<file path="src/cfgv_pkg.sv">
// Shared types, constants and reset contents for the display adapter config space.
// Used by the bank, BAR and top-level modules; depends on nothing.
package cfgv_pkg;

  // Block configuration
  localparam logic [31:0] FbBase = 32'hE000_0000;
  localparam int unsigned VidMemMb = 16;

  // BAR0 mask: clear everything below the video memory size (taken in 32 bits)
  localparam logic [63:0] VidMemBytes = 64'(VidMemMb) << 20;
  localparam logic [31:0] BarMask = 32'(~(VidMemBytes - 64'd1));
  localparam logic [31:0] BarReset = FbBase | 32'h0000_0008;

  // Storage geometry: four byte lanes of 64 rows each
  localparam int unsigned NumLanes = 4;
  localparam int unsigned LaneW = 2;
  localparam int unsigned RowCnt = 64;
  localparam int unsigned RowW = 6;

  // Special offsets
  localparam logic [7:0] AddrCmdLo = 8'h04;
  localparam logic [7:0] AddrStsLo = 8'h06;
  localparam logic [5:0] RowBar0 = 6'h04;
  localparam logic [7:0] AddrHoleLo = 8'h14;
  localparam logic [7:0] AddrHoleHi = 8'h34;
  localparam logic [2:0] MaxLen = 3'd4;

  typedef enum logic {
    MODE_READ  = 1'b0,
    MODE_WRITE = 1'b1
  } mode_e;

  // One lane's access for the cycle
  typedef struct packed {
    logic            rd_en;
    logic            we;
    logic [RowW-1:0] row;
    logic [7:0]      wdata;
  } bank_req_t;

  // Byte writes aimed at the BAR0 dword, indexed by byte within the dword
  typedef struct packed {
    logic [NumLanes-1:0] we;
    logic [31:0]         wdata;
  } bar_wr_t;

  // Reset contents of one configuration byte
  function automatic logic [7:0] reset_byte(input logic [7:0] addr);
    logic [7:0] val;
    unique case (addr)
      8'h00:                      val = 8'h34;
      8'h01:                      val = 8'h12;
      8'h02, 8'h03:               val = 8'h11;
      8'h04:                      val = 8'h03;
      8'h07:                      val = 8'h02;
      8'h0B:                      val = 8'h03;
      8'h10:                      val = BarReset[7:0];
      8'h11:                      val = BarReset[15:8];
      8'h12:                      val = BarReset[23:16];
      8'h13:                      val = BarReset[31:24];
      default:                    val = 8'h00;
    endcase
    return val;
  endfunction

endpackage

</file>
<file path="src/cfgv_if.sv">
// Valid/ready channel interfaces for configuration accesses and read results.
// Depends on nothing.
interface cfgv_req_if;
  logic        valid;
  logic        ready;
  logic        mode;
  logic [7:0]  address;
  logic [2:0]  access_length;
  logic [31:0] write_data;

  modport source (output valid, mode, address, access_length, write_data, input ready);
  modport sink (input valid, mode, address, access_length, write_data, output ready);
endinterface

interface cfgv_rsp_if;
  logic        valid;
  logic        ready;
  logic [31:0] read_data;

  modport source (output valid, read_data, input ready);
  modport sink (input valid, read_data, output ready);
endinterface

</file>
<file path="src/cfgv_bank.sv">
// One byte lane of configuration storage: 64 x 8 synchronous memory, registered read.
// Entries never written read as their reset contents. Depends on cfgv_pkg.
module cfgv_bank (
  input  logic                clk_i,
  input  logic                rst_ni,
  input  logic [1:0]          lane_i,
  input  cfgv_pkg::bank_req_t req_i,
  output logic [7:0]          rdata_o
);
  import cfgv_pkg::*;

  logic [7:0]        mem_q [RowCnt];
  logic [RowCnt-1:0] vld_q;
  logic [7:0]        rd_q;
  logic              rd_vld_q;
  logic [RowW-1:0]   rd_row_q;

  // Memory write and registered read
  always_ff @(posedge clk_i) begin
    if (req_i.we) begin
      mem_q[req_i.row] <= req_i.wdata;
    end
    if (req_i.rd_en) begin
      rd_q     <= mem_q[req_i.row];
      rd_vld_q <= vld_q[req_i.row];
      rd_row_q <= req_i.row;
    end
  end

  // Mark rows written since reset
  always_ff @(posedge clk_i or negedge rst_ni) begin
    if (!rst_ni) begin
      vld_q <= '0;
    end else if (req_i.we) begin
      vld_q[req_i.row] <= 1'b1;
    end
  end

  // Fall back to reset contents for untouched rows
  assign rdata_o = rd_vld_q ? rd_q : reset_byte({rd_row_q, lane_i});

endmodule

</file>
<file path="src/cfgv_bar.sv">
// BAR0 dword register: byte merge, low-nibble keep and size-alignment mask.
// Depends on cfgv_pkg.
module cfgv_bar (
  input  logic              clk_i,
  input  logic              rst_ni,
  input  cfgv_pkg::bar_wr_t wr_i,
  output logic [31:0]       bar_o
);
  import cfgv_pkg::*;

  logic [31:0] bar_q, bar_d;
  logic [31:0] merged;
  logic        changed;

  // Merge written bytes, keep byte 0 low nibble, mask on any change
  always_comb begin
    merged  = bar_q;
    changed = 1'b0;
    for (int b = 0; b < NumLanes; b++) begin
      if (wr_i.we[b]) begin
        merged[8*b +: 8] = wr_i.wdata[8*b +: 8];
      end
    end
    merged[3:0] = bar_q[3:0];
    changed = (merged != bar_q);
    bar_d = changed ? (merged & BarMask) : bar_q;
  end

  always_ff @(posedge clk_i or negedge rst_ni) begin
    if (!rst_ni) begin
      bar_q <= BarReset;
    end else begin
      bar_q <= bar_d;
    end
  end

  assign bar_o = bar_q;

  // Low nibble only ever holds the reset pattern or zero after a mask
  assert property (@(posedge clk_i) disable iff (!rst_ni)
    (bar_q[3:0] == BarReset[3:0]) || (bar_q[3:0] == 4'h0))
    else $error("BAR0 low nibble corrupted");

  // Once masked, the dword stays aligned
  assert property (@(posedge clk_i) disable iff (!rst_ni)
    (bar_q & ~BarMask) == 32'h0 |=> (bar_q & ~BarMask) == 32'h0)
    else $error("BAR0 lost its alignment");

endmodule

</file>
<file path="src/pci_config_space_vga.sv">
// Top level of the display adapter PCI configuration space.
// Depends on cfgv_pkg, cfgv_if, cfgv_bank and cfgv_bar.
//
// Usage:
//   req_i carries one configuration access per beat: mode (0 read, 1 write),
//   byte address, access length and little-endian write data. rsp_o returns
//   one read_data beat for every read; writes return nothing.
//   Storage is four byte-lane memories of 64 rows, so the up to four bytes of
//   an access hit four different lanes and are read or written together.
//   The BAR0 dword lives in a register next to the memories.
//   Read path: a read accepted on req_i is registered in the lane memory read
//   stage, then in the output register, before it shows on rsp_o.
//   Throughput: one access per cycle, reads and writes alike, whenever
//   req_i.ready is high; it drops only in the stall case below.
//   Reset: the memories need no clearing pass; per-row valid bits make
//   untouched bytes read as their reset contents, so the block takes accesses
//   from the first cycle after reset.
//   Stall: while rsp_o is held, one more read waits in the memory output stage;
//   after that req_i.ready drops until the result is taken.
module pci_config_space_vga (
  input  logic  clk_i,
  input  logic  rst_ni,
  cfgv_req_if.sink   req_i,
  cfgv_rsp_if.source rsp_o
);
  import cfgv_pkg::*;

  bank_req_t        bank_req [NumLanes];
  logic [7:0]       bank_rdata [NumLanes];
  bar_wr_t          bar_wr;
  logic [31:0]      bar_q;

  logic             accept;
  logic             is_write;
  logic             wr_ok;
  logic             s1_adv;

  logic             s1_valid_q;
  logic [LaneW-1:0] s1_addr_lo_q;
  logic [NumLanes-1:0] s1_en_q;
  logic [NumLanes-1:0] s1_bar_q;
  logic             s1_bad_q;
  logic [31:0]      s1_bar_snap_q;
  logic [NumLanes-1:0] en_d;
  logic [NumLanes-1:0] bar_sel_d;
  logic [31:0]      s1_data;

  logic             out_valid_q;
  logic [31:0]      out_data_q;

  // Handshake
  assign s1_adv       = s1_valid_q && (!out_valid_q || rsp_o.ready);
  assign req_i.ready  = !s1_valid_q || s1_adv;
  assign accept       = req_i.valid && req_i.ready;
  assign is_write     = (req_i.mode == MODE_WRITE);
  assign wr_ok        = !((req_i.address >= AddrHoleLo) && (req_i.address < AddrHoleHi))
                        && (req_i.access_length <= MaxLen);

  // Steer each item byte to its lane
  always_comb begin
    logic [LaneW-1:0] k;
    logic [8:0]       a;
    logic             active;
    logic             is_bar;
    logic             prot;
    bar_wr    = '0;
    en_d      = '0;
    bar_sel_d = '0;
    for (int b = 0; b < NumLanes; b++) begin
      k      = LaneW'(b) - req_i.address[1:0];
      a      = {1'b0, req_i.address} + {7'd0, k};
      active = ({1'b0, k} < req_i.access_length) && !a[8];
      is_bar = (a[7:2] == RowBar0);
      prot   = (a[7:0] == AddrCmdLo) || (a[7:0] == AddrStsLo);
      bank_req[b].rd_en = accept && !is_write;
      bank_req[b].row   = a[7:2];
      bank_req[b].wdata = req_i.write_data[8*k +: 8];
      bank_req[b].we    = accept && is_write && wr_ok && active && !prot && !is_bar;
      bar_wr.we[b]              = accept && is_write && wr_ok && active && is_bar;
      bar_wr.wdata[8*b +: 8]    = req_i.write_data[8*k +: 8];
      en_d[b]      = active;
      bar_sel_d[b] = is_bar;
    end
  end

  for (genvar g = 0; g < NumLanes; g++) begin : g_lane
    cfgv_bank u_bank (
      .clk_i   (clk_i),
      .rst_ni  (rst_ni),
      .lane_i  (LaneW'(g)),
      .req_i   (bank_req[g]),
      .rdata_o (bank_rdata[g])
    );
  end

  cfgv_bar u_bar (
    .clk_i  (clk_i),
    .rst_ni (rst_ni),
    .wr_i   (bar_wr),
    .bar_o  (bar_q)
  );

  // Read stage: valid alongside the lane memory outputs
  always_ff @(posedge clk_i or negedge rst_ni) begin
    if (!rst_ni) begin
      s1_valid_q <= 1'b0;
    end else if (accept && !is_write) begin
      s1_valid_q <= 1'b1;
    end else if (s1_adv) begin
      s1_valid_q <= 1'b0;
    end
  end

  always_ff @(posedge clk_i) begin
    if (accept && !is_write) begin
      s1_addr_lo_q  <= req_i.address[1:0];
      s1_en_q       <= en_d;
      s1_bar_q      <= bar_sel_d;
      s1_bad_q      <= (req_i.access_length == 3'd0) || (req_i.access_length > MaxLen);
      s1_bar_snap_q <= bar_q;
    end
  end

  // Rotate lanes back into item byte order
  always_comb begin
    logic [LaneW-1:0] b;
    s1_data = '0;
    for (int k = 0; k < NumLanes; k++) begin
      b = s1_addr_lo_q + LaneW'(k);
      if (s1_en_q[b]) begin
        s1_data[8*k +: 8] = s1_bar_q[b] ? s1_bar_snap_q[8*b +: 8] : bank_rdata[b];
      end
    end
    if (s1_bad_q) begin
      s1_data = '1;
    end
  end

  // Output register
  always_ff @(posedge clk_i or negedge rst_ni) begin
    if (!rst_ni) begin
      out_valid_q <= 1'b0;
    end else if (s1_adv) begin
      out_valid_q <= 1'b1;
    end else if (rsp_o.ready) begin
      out_valid_q <= 1'b0;
    end
  end

  always_ff @(posedge clk_i) begin
    if (s1_adv) begin
      out_data_q <= s1_data;
    end
  end

  assign rsp_o.valid     = out_valid_q;
  assign rsp_o.read_data = out_data_q;

  // A held read stays in the read stage until it moves on
  assert property (@(posedge clk_i) disable iff (!rst_ni)
    s1_valid_q && !s1_adv |=> s1_valid_q)
    else $error("pending read dropped from read stage");

  // A new result only comes from the read stage
  assert property (@(posedge clk_i) disable iff (!rst_ni)
    $rose(out_valid_q) |-> $past(s1_valid_q))
    else $error("result without a read");

  // Lane memories never take writes to protected or BAR0 bytes
  for (genvar g = 0; g < NumLanes; g++) begin : g_chk
    assert property (@(posedge clk_i) disable iff (!rst_ni)
      bank_req[g].we |-> !(bank_req[g].row == RowBar0) &&
        !({bank_req[g].row, LaneW'(g)} == AddrCmdLo) &&
        !({bank_req[g].row, LaneW'(g)} == AddrStsLo))
      else $error("write to a protected byte");
  end

  // Lane memory reads only start when a read is taken
  assert property (@(posedge clk_i) disable iff (!rst_ni)
    bank_req[0].rd_en |-> req_i.ready && !bar_wr.we[0])
    else $error("memory read without accepted read");

endmodule

</file>
<file path="src/flat_wrapper.sv">
// flat-port wrapper written by rule: the top's interface ports become plain ports
module pci_config_space_vga_flat import cfgv_pkg::*;
  (clk_i, rst_ni, req_i_valid, req_i_mode, req_i_address, req_i_access_length, req_i_write_data, req_i_ready, rsp_o_valid, rsp_o_read_data, rsp_o_ready);
  cfgv_req_if req_i_i ();
  cfgv_rsp_if rsp_o_i ();
  input  logic clk_i;
  input  logic rst_ni;
  input wire logic [$bits(req_i_i.valid)-1:0] req_i_valid;
  input wire logic [$bits(req_i_i.mode)-1:0] req_i_mode;
  input wire logic [$bits(req_i_i.address)-1:0] req_i_address;
  input wire logic [$bits(req_i_i.access_length)-1:0] req_i_access_length;
  input wire logic [$bits(req_i_i.write_data)-1:0] req_i_write_data;
  output wire logic [$bits(req_i_i.ready)-1:0] req_i_ready;
  output wire logic [$bits(rsp_o_i.valid)-1:0] rsp_o_valid;
  output wire logic [$bits(rsp_o_i.read_data)-1:0] rsp_o_read_data;
  input wire logic [$bits(rsp_o_i.ready)-1:0] rsp_o_ready;
  assign req_i_i.valid = req_i_valid;
  assign req_i_i.mode = req_i_mode;
  assign req_i_i.address = req_i_address;
  assign req_i_i.access_length = req_i_access_length;
  assign req_i_i.write_data = req_i_write_data;
  assign req_i_ready = req_i_i.ready;
  assign rsp_o_valid = rsp_o_i.valid;
  assign rsp_o_read_data = rsp_o_i.read_data;
  assign rsp_o_i.ready = rsp_o_ready;
  pci_config_space_vga u_core (.clk_i(clk_i), .rst_ni(rst_ni), .req_i(req_i_i), .rsp_o(rsp_o_i));
endmodule
</file>
<file path="config.mk">
export PLATFORM = sky130hd
export DESIGN_NAME = pci_config_space_vga_flat
export DESIGN_NICKNAME = d
export VERILOG_FILES = /design/src/cfgv_pkg.sv /design/src/cfgv_if.sv /design/src/cfgv_bank.sv /design/src/cfgv_bar.sv /design/src/pci_config_space_vga.sv /design/src/flat_wrapper.sv
export SDC_FILE = /design/constraint.sdc
export NUM_CORES = 2
export LEC_CHECK = 0
export BUFFER_PORTS_ARGS = -buffer_cell sky130_fd_sc_hd__buf_2
export CAP_MARGIN = 0
export CORE_UTILIZATION = 30
export CTS_CLUSTER_SIZE = 10
export DETAILED_ROUTE_END_ITERATION = 16
export SLEW_MARGIN = 0
export SYNTH_ARGS = -nofsm -noshare
export SYNTH_HDL_FRONTEND = slang
export SYNTH_SLANG_ARGS = --single-unit
</file>
<file path="constraint.sdc">
create_clock -name clk_i -period 3.4 [get_ports clk_i]
set_input_delay 0.51 -clock clk_i [delete_from_list [all_inputs] [get_ports clk_i]]
set_output_delay 0.51 -clock clk_i [all_outputs]
set_load 0.05 [all_outputs]
</file>
Yosys cells after proc, flatten, opt, wreduce, memory -nomap -nowiden
Memories as Yosys holds them, arrays and structs flattened. A register that Yosys moved wholly into a read port is not among the register bits.
Cells that the tools add are included.
{ "totals": {"latchBits": 0, "memories": 8, "output_inout_bits": 34, "rom_bits": 1024, "register_bits": 347, "ram_bits": 2048, "elab_cells": 234} }
{ "memory_table": {"columns": ["name", "words", "word_bits", "read_ports", "rd_ports_with_merged_regs", "wr", "line", "rtl"], "rows": [
  ["u_core.g_lane[0].u_bank.mem_q", 64, 8, 1, 1, 1, "cfgv_bank.sv:12", "logic [7:0] mem_q [RowCnt];"],
  ["u_core.g_lane[1].u_bank.mem_q", 64, 8, 1, 1, 1, "cfgv_bank.sv:12", null],
  ["u_core.g_lane[2].u_bank.mem_q", 64, 8, 1, 1, 1, "cfgv_bank.sv:12", null],
  ["u_core.g_lane[3].u_bank.mem_q", 64, 8, 1, 1, 1, "cfgv_bank.sv:12", null],
  ["(name not given)", 32, 8, 1, 1, 0, "cfgv_pkg.sv:50", "unique case (addr)"],
  ["(name not given)", 32, 8, 1, 1, 0, "cfgv_pkg.sv:50", null],
  ["2 more memories", null, null, null, null, null, null, null]
]} }
{ "classes": {"n_reduce_logical": 61, "bitwise_logic": 8, "addsub": 11, "mul": 0, "mux": 80, "eq_ne": 13, "div_mod_pow": 0, "shifts": 8, "magnitude_cmp": 24} }
{ "op_table": {"columns": ["cell", "n"], "rows": [
  ["bitwise OR 64 bit", 4],
  ["variable part select 32 x 6 -> 8 bit", 8],
  ["2-to-1 mux 8 bit", 28],
  ["binary-select mux 8 bit (select 2 bit)", 4],
  ["== test 8 x 3 -> 1 bit (second input constant)", 8],
  ["adder 8 x 2 -> 9 bit", 4],
  ["logical AND 1 bit", 31],
  ["less-than comparator 6 x 7 -> 1 bit (second input constant)", 4],
  ["2-to-1 mux 1 bit", 28],
  ["inequality test 28 bit", 1],
  ["binary-select mux 1 bit (select 6 bit)", 4],
  ["demux 1 bit (select 6 bit)", 4],
  ["== test 6 x 3 -> 1 bit (second input constant)", 4],
  [">= comparator 6 x 1 -> 1 bit (second input constant)", 4],
  ["2-to-1 mux 5 bit", 4],
  ["binary-select mux 1 bit (select 2 bit)", 8],
  ["zero test 1 bit", 16],
  ["zero test 3 bit", 5],
  [">= comparator 3 bit (second input constant)", 4],
  ["less-than comparator 2 x 3 -> 1 bit", 4],
  ["less-than comparator 2 x 3 -> 1 bit (second input constant)", 4],
  ["NOT 2 -> 3 bit", 4],
  [">= comparator 8 x 5 -> 1 bit (second input constant)", 1],
  ["less-than comparator 8 x 6 -> 1 bit (second input constant)", 1],
  ["other kinds (8)", 18]
]} }

Logic depth before layout (Yosys ltp)
{ "depth": {"word_depth": 12, "mapped_depth": 18, "mapped_depth_nobuf": 11} }

By module
A second synthesis with hierarchy kept.
{ "hier_totals": {"hier_cells": 6233, "area_unflattened_um2": 98584.6} }
{ "by_module_without_submodules": {"columns": ["module", "seq_area_each_um2", "area_each_um2", "instances", "cells_each"], "rows": [
  ["cfgv_bank at u_core.g_lane[1].u_bank ...", 17426.7, 23043.4, 3, 1406],
  ["cfgv_bank at u_core.g_lane[0].u_bank", 17426.7, 23083.4, 1, 1434],
  ["pci_config_space_vga", 2302.2, 5716.7, 1, 518],
  ["cfgv_bar", 230.2, 654.4, 1, 63]
]} }

Worst setup path before layout
Ideal clock, no wire load.
{ "synth_timing": {"kind": "register -> register", "startpoint": "register u_core.out_valid_q (netlist: u_core.rsp_o.valid)", "endpoint": "register (tool-made name)", "path_buffers": 0, "path_stages_with_launch": 7, "arrival_ps": 4462, "path_slack_ps": -1136, "period_less_slack_ps": 4536, "cell_sequence": "dfrtp_1 -> nand3b_1 -> nand2_1 -> or2_2 -> clkinv_1 -> or4b_2 -> o21ai_0"} }
{ "synth_lines": {"columns": ["element", "line", "rtl"], "rows": [
  ["from (decl)", "pci_config_space_vga.sv:48", "logic out_valid_q;"],
  ["from (signal assigned)", "pci_config_space_vga.sv:142", "out_valid_q <= 1'b0;"],
  ["from (signal assigned)", "pci_config_space_vga.sv:144", "out_valid_q <= 1'b1;"],
  ["from (signal assigned)", "pci_config_space_vga.sv:146", "out_valid_q <= 1'b0;"]
]} }

Worst setup path after layout
{ "layout_timing": {"startpoint": "input port req_i_address[1]", "endpoint": "register u_core.g_lane[1].u_bank.rd_q[1], read port of u_core.g_lane[1].u_bank.mem_q, data pin"} }
{ "layout_via": {"elab_chain_cells": 2} }
{ "layout_rtl": {"columns": ["element", "line", "rtl"], "rows": [
  ["from (decl)", "flat_wrapper.sv:10", "input wire logic [$bits(req_i_i.address)-1:0] req_i_address;"],
  ["subtractor 1 x 2 -> 2 bit", "pci_config_space_vga.sv:70", "k = LaneW'(b) - req_i.address[1:0];"],
  ["adder 8 x 2 -> 9 bit (*)", "pci_config_space_vga.sv:71", "a = {1'b0, req_i.address} + {7'd0, k};"],
  ["to (decl)", "cfgv_bank.sv:14", "logic [7:0] rd_q;"]
]} }
Mark *: on every way between the ends. The rest lies on a longest branch, timed or not.
A chain may end at the register's enable or synchronous reset.

==> flow_summary.ini <==
[die]
dieHeight_um = 578
placement_rows = 211
num_io_pins = 82
core_region_area_sq_mm = 0.330
die-area_sq_mm = 0.334
floorplan.die.width_um = 578
initial_core_util_pct = 30.1

[grt]
grt-ovfl-total = 0
number_of_global_route_vias_before_repair = 62700
grt_use_total_pct = 18.6
number_of_antenna_violations_at_the_first_check_in_global_routing = 19
grt_start_max_net_pins = 84
global_route_wire_length_before_repair_mm = 454

[detailed_routing]
vias_per_cell = 5.30
vias = 62500
drt_wl_total_mm = 317
remaining_drc_errors = 0
firstDrtPassIters = 8
ant_nets = 0
detailedRoute.firstIterationViolations = 7383
final_routed_wire_length_divided_by_cell_count_um = 26.9

[synthesis]
syn_area_per_cell_sq_um = 16.6
synth_seq_cells = 2436
synth-edff-count = 2160
number_of_instances_in_the_synthesized_netlist = 5974
synth-main-ff-cell = edfxtp_1
ffs_w_async_s_r_synth_pct = 11.0
synth-seq-area-share_pct = 72.1
syn_area_sq_mm = 0.0994
yosys_warnings = 0
yosys.cell_types.count = 96

[power_and_ir_drop]
power.density_cell_area_mw_per_mm2 = 569
total_leakage_power_nw = 43.6
vdd.ir_drop.worst_mv = 0.388
p_total_mw = 70.8

[clocking]
cts.root.buffer_cell = clkbuf_16
cts_max_path_buffers = 4
clk_transition_reported_paths_ns = 0.06
worstSkewPairLatency_ns = 0.87
cts_htree_levels = 5
tritoncts_clock_tree = done
numClockSinks = 2436
cts-buffers-inserted = 293

[place]
gp_routability_congestion = 0.924
place.detailed.hpwl_mm = 216
port-buffer-count = 81
dpl.cell_count = 11300
dpl-instance-area_sq_mm = 0.116

[timing]
tightest_slew_margin_relative_to_the_limit_pct = 3.18
finClkSkew_ns = 0.0762
setup_viol = 0
clock.fmax_ghz = 0.300
post-route-period-util_pct = 97.9
slew_violations = 0
report.final.hold_viol_count = 0
period_minus_slack_ns = 3.33
final.setup.tns_ns = 0
tightestPinTransition_ns = 1.45
rsz0062_at_grt = false

[setup_path]
critPathLaunchType = primary input
end_kind = flop
path_max_fanout = 9
critical_path_required_time_ns = 4.05
critical_path_arrival_ns = 3.98
worst-setup-path-type = in2reg

[layout]
multi_input_comb_area_sq_mm = 0.0274
num-fill-cells = 30300
postLayoutCellArea_sq_mm = 0.124
utilization_of_the_core_after_routing_pct = 37.7
fin_cells = 11800
finish.net_count = 7319
seqCellArea_sq_mm = 0.0717
area_growth_syn_to_layout_pct = 25.2
final_layout_size_suffix_gt1_share_pct = 30.4

[min_path]
type_of_the_most_critical_hold_path = in2reg

[run]
drv_cap = 0

[run_status]
run_status = finished clean
timing repair:
action | 4_1_cts | 5_1_grt
buffers inserted | 0 | 0
resized for setup | 2 | 1
hold buffers | 2 | 0
hold endpoints to repair | 50 | 0
endpoints found under the setup margin | 71 | 1
pin swaps | 0 | 2
cell usage in the layout, fill, tap and decap left out, types with 20 or more instances in the layout:
cell,instances
edfxtp_1,2160
buf_4,967
mux4_2,389
nand2_1,379
clkbuf_16,300
dfrtp_1,263
nor2_1,234
mux2i_1,232
a21oi_1,207
buf_12,176
conb_1,176
o21bai_1,174
nand3_1,171
o21ai_0,156
clkbuf_1,116
a221oi_1,90
a22oi_1,80
buf_2,77
nor2_4,73
a31oi_1,60
o22ai_1,60
or2_2,52
a21o_1,49
nor2_2,48
nor3_1,43
o211ai_1,41
a211oi_1,38
mux2_2,35
o221ai_1,32
and3_1,28
inv_1,27
a22o_1,24
a222oi_1,23
a221o_1,22
nand4_1,22
or4_1,20
where the power goes:
| group | switching (mW) | internal [mW] | total (mW) |
|---|---|---|---|
| registers | 0.387 | 33.9 | 34.3 |
| logic | 5.14 | 3.06 | 8.20 |
| clock network | 11.9 | 16.5 | 28.3 |
critical path, cell delays in order:
cell and delay, ns:
buf_2 0.22, buf_4 0.30, ha_4 0.26, buf_12 0.13
xnor2_4 0.15, inv_2 0.16, buf_4 0.17, nor3_4 0.56
buf_4 0.35, a22oi_1 0.12, a311oi_1 0.58, or4_1 0.42
final cells by class:
class / instances / share of cell area (%)
Multi-Input combinational cell: 3260 / 22.0
Tap cell: 4366 / 4.39
Inverter: 44 / 0.149
Antenna cell: 8 / 0.0161
Timing Repair Buffer: 1225 / 9.02
Clock inverter: 33 / 0.311
Sequential cell: 2436 / 57.6
Clock buffer: 422 / 6.45
worst paths after layout:
kind | to | slack [ns] | start | cells past startpoint
worst min register to register | u_core.g_lane[0].u_bank.vld_q[1] | 0.37 | u_core.g_lane[0].u_bank.vld_q[1] | 0
worst min-delay path | u_core.s1_en_q[3] | 0.14 | req_i_access_length[2] | 2
max in group asynchronous | u_core.g_lane[3].u_bank.vld_q[24] | 2.23 | rst_ni | 3
worst max-delay path | u_core.g_lane[1].u_bank.rd_q[1] | 0.07 | req_i_address[1] | 12
worst max register to register | u_core.g_lane[2].u_bank.mem_q[49][2] | 0.14 | u_core.rsp_o.valid | 11
min in group asynchronous | u_core.g_lane[0].u_bank.vld_q[10] | 0.20 | rst_ni | 2
cell families after synthesis:
| logic type | Yosys count | share of synthesized area [%] |
|---|---|---|
| buffers and inverters | 453 | 1.94 |
| flip-flops | 2436 | 72.1 |
| AO/OA/AOI/OAI | 1200 | 8.51 |
| other | 1 | 0.00377 |
| XOR/XNOR | 24 | 0.261 |
| multiplexers | 657 | 11.6 |
| adder cells (fa/ha/maj) | 11 | 0.138 |
| AND/OR/NAND/NOR | 1192 | 5.44 |
state kept, by name, indices dropped and copies added (netlist names), named ones only:
| register | count |
|---|---|
| u_core.g_lane.u_bank.mem_q | 2048 |
| u_core.g_lane.u_bank.vld_q | 256 |
| u_core.g_lane.u_bank.rd_q | 32 |
| u_core.rsp_o.read_data | 32 |
| u_core.g_lane.u_bank.rd_row_q | 24 |
| u_core.s1_bar_snap_q | 9 |
| u_core.u_bar.bar_o | 9 |
| u_core.g_lane.u_bank.rd_vld_q | 4 |
| u_core.s1_bar_q | 4 |
| u_core.s1_en_q | 4 |
| u_core.s1_addr_lo_q | 2 |
| u_core.rsp_o.valid | 1 |
| u_core.s1_bad_q | 1 |
| u_core.s1_valid_q | 1 |
through the flow:
| stage | hold WS, ns | setup slack (ns) |
|---|---|---|
| 6_report | 0.138 | 0.0699 |
| 5_1_grt | 0.119 | 0.0209 |
| 4_1_cts | 0.0658 | 0.0944 |
| 3_5_place_dp | 0.362 | -1.08 |
| 3_3_place_gp | 0.360 | -0.996 |
| 2_1_floorplan | 0.214 | -0.293 |
synthesized netlist by cell type, drive strengths merged (35+ instances only):
cell type  instances  share of area [%]
a211oi            41               0.32
clkbuf           229               0.86
buf              180               0.91
a22oi             80               0.60
mux2              35               0.40
o21bai           174                1.3
o22ai             60               0.38
a31oi             60               0.38
nand2            389                1.5
a21oi            210                1.1
inv               41               0.15
mux4             390                8.8
or2               52               0.33
o21ai            160               0.81
nor2             355                1.4
mux2i            232                2.3
nand3            174               0.88
nor3              59               0.31
a21o              49               0.37
o211ai            42               0.32
edfxtp          2160                 65
a221oi            91               0.80
dfrtp            263                6.6
metal layers:
layer	global-route usage [%]	up-vias	routed length (um)
met5	0	-	13
met4	6.90	2	12400
met3	3.10	592	23500
met2	30.3	2791	151000
met1	25.0	32700	131000
li1	-	26400	-
Note: power is estimated with default switching activity, not from simulation.
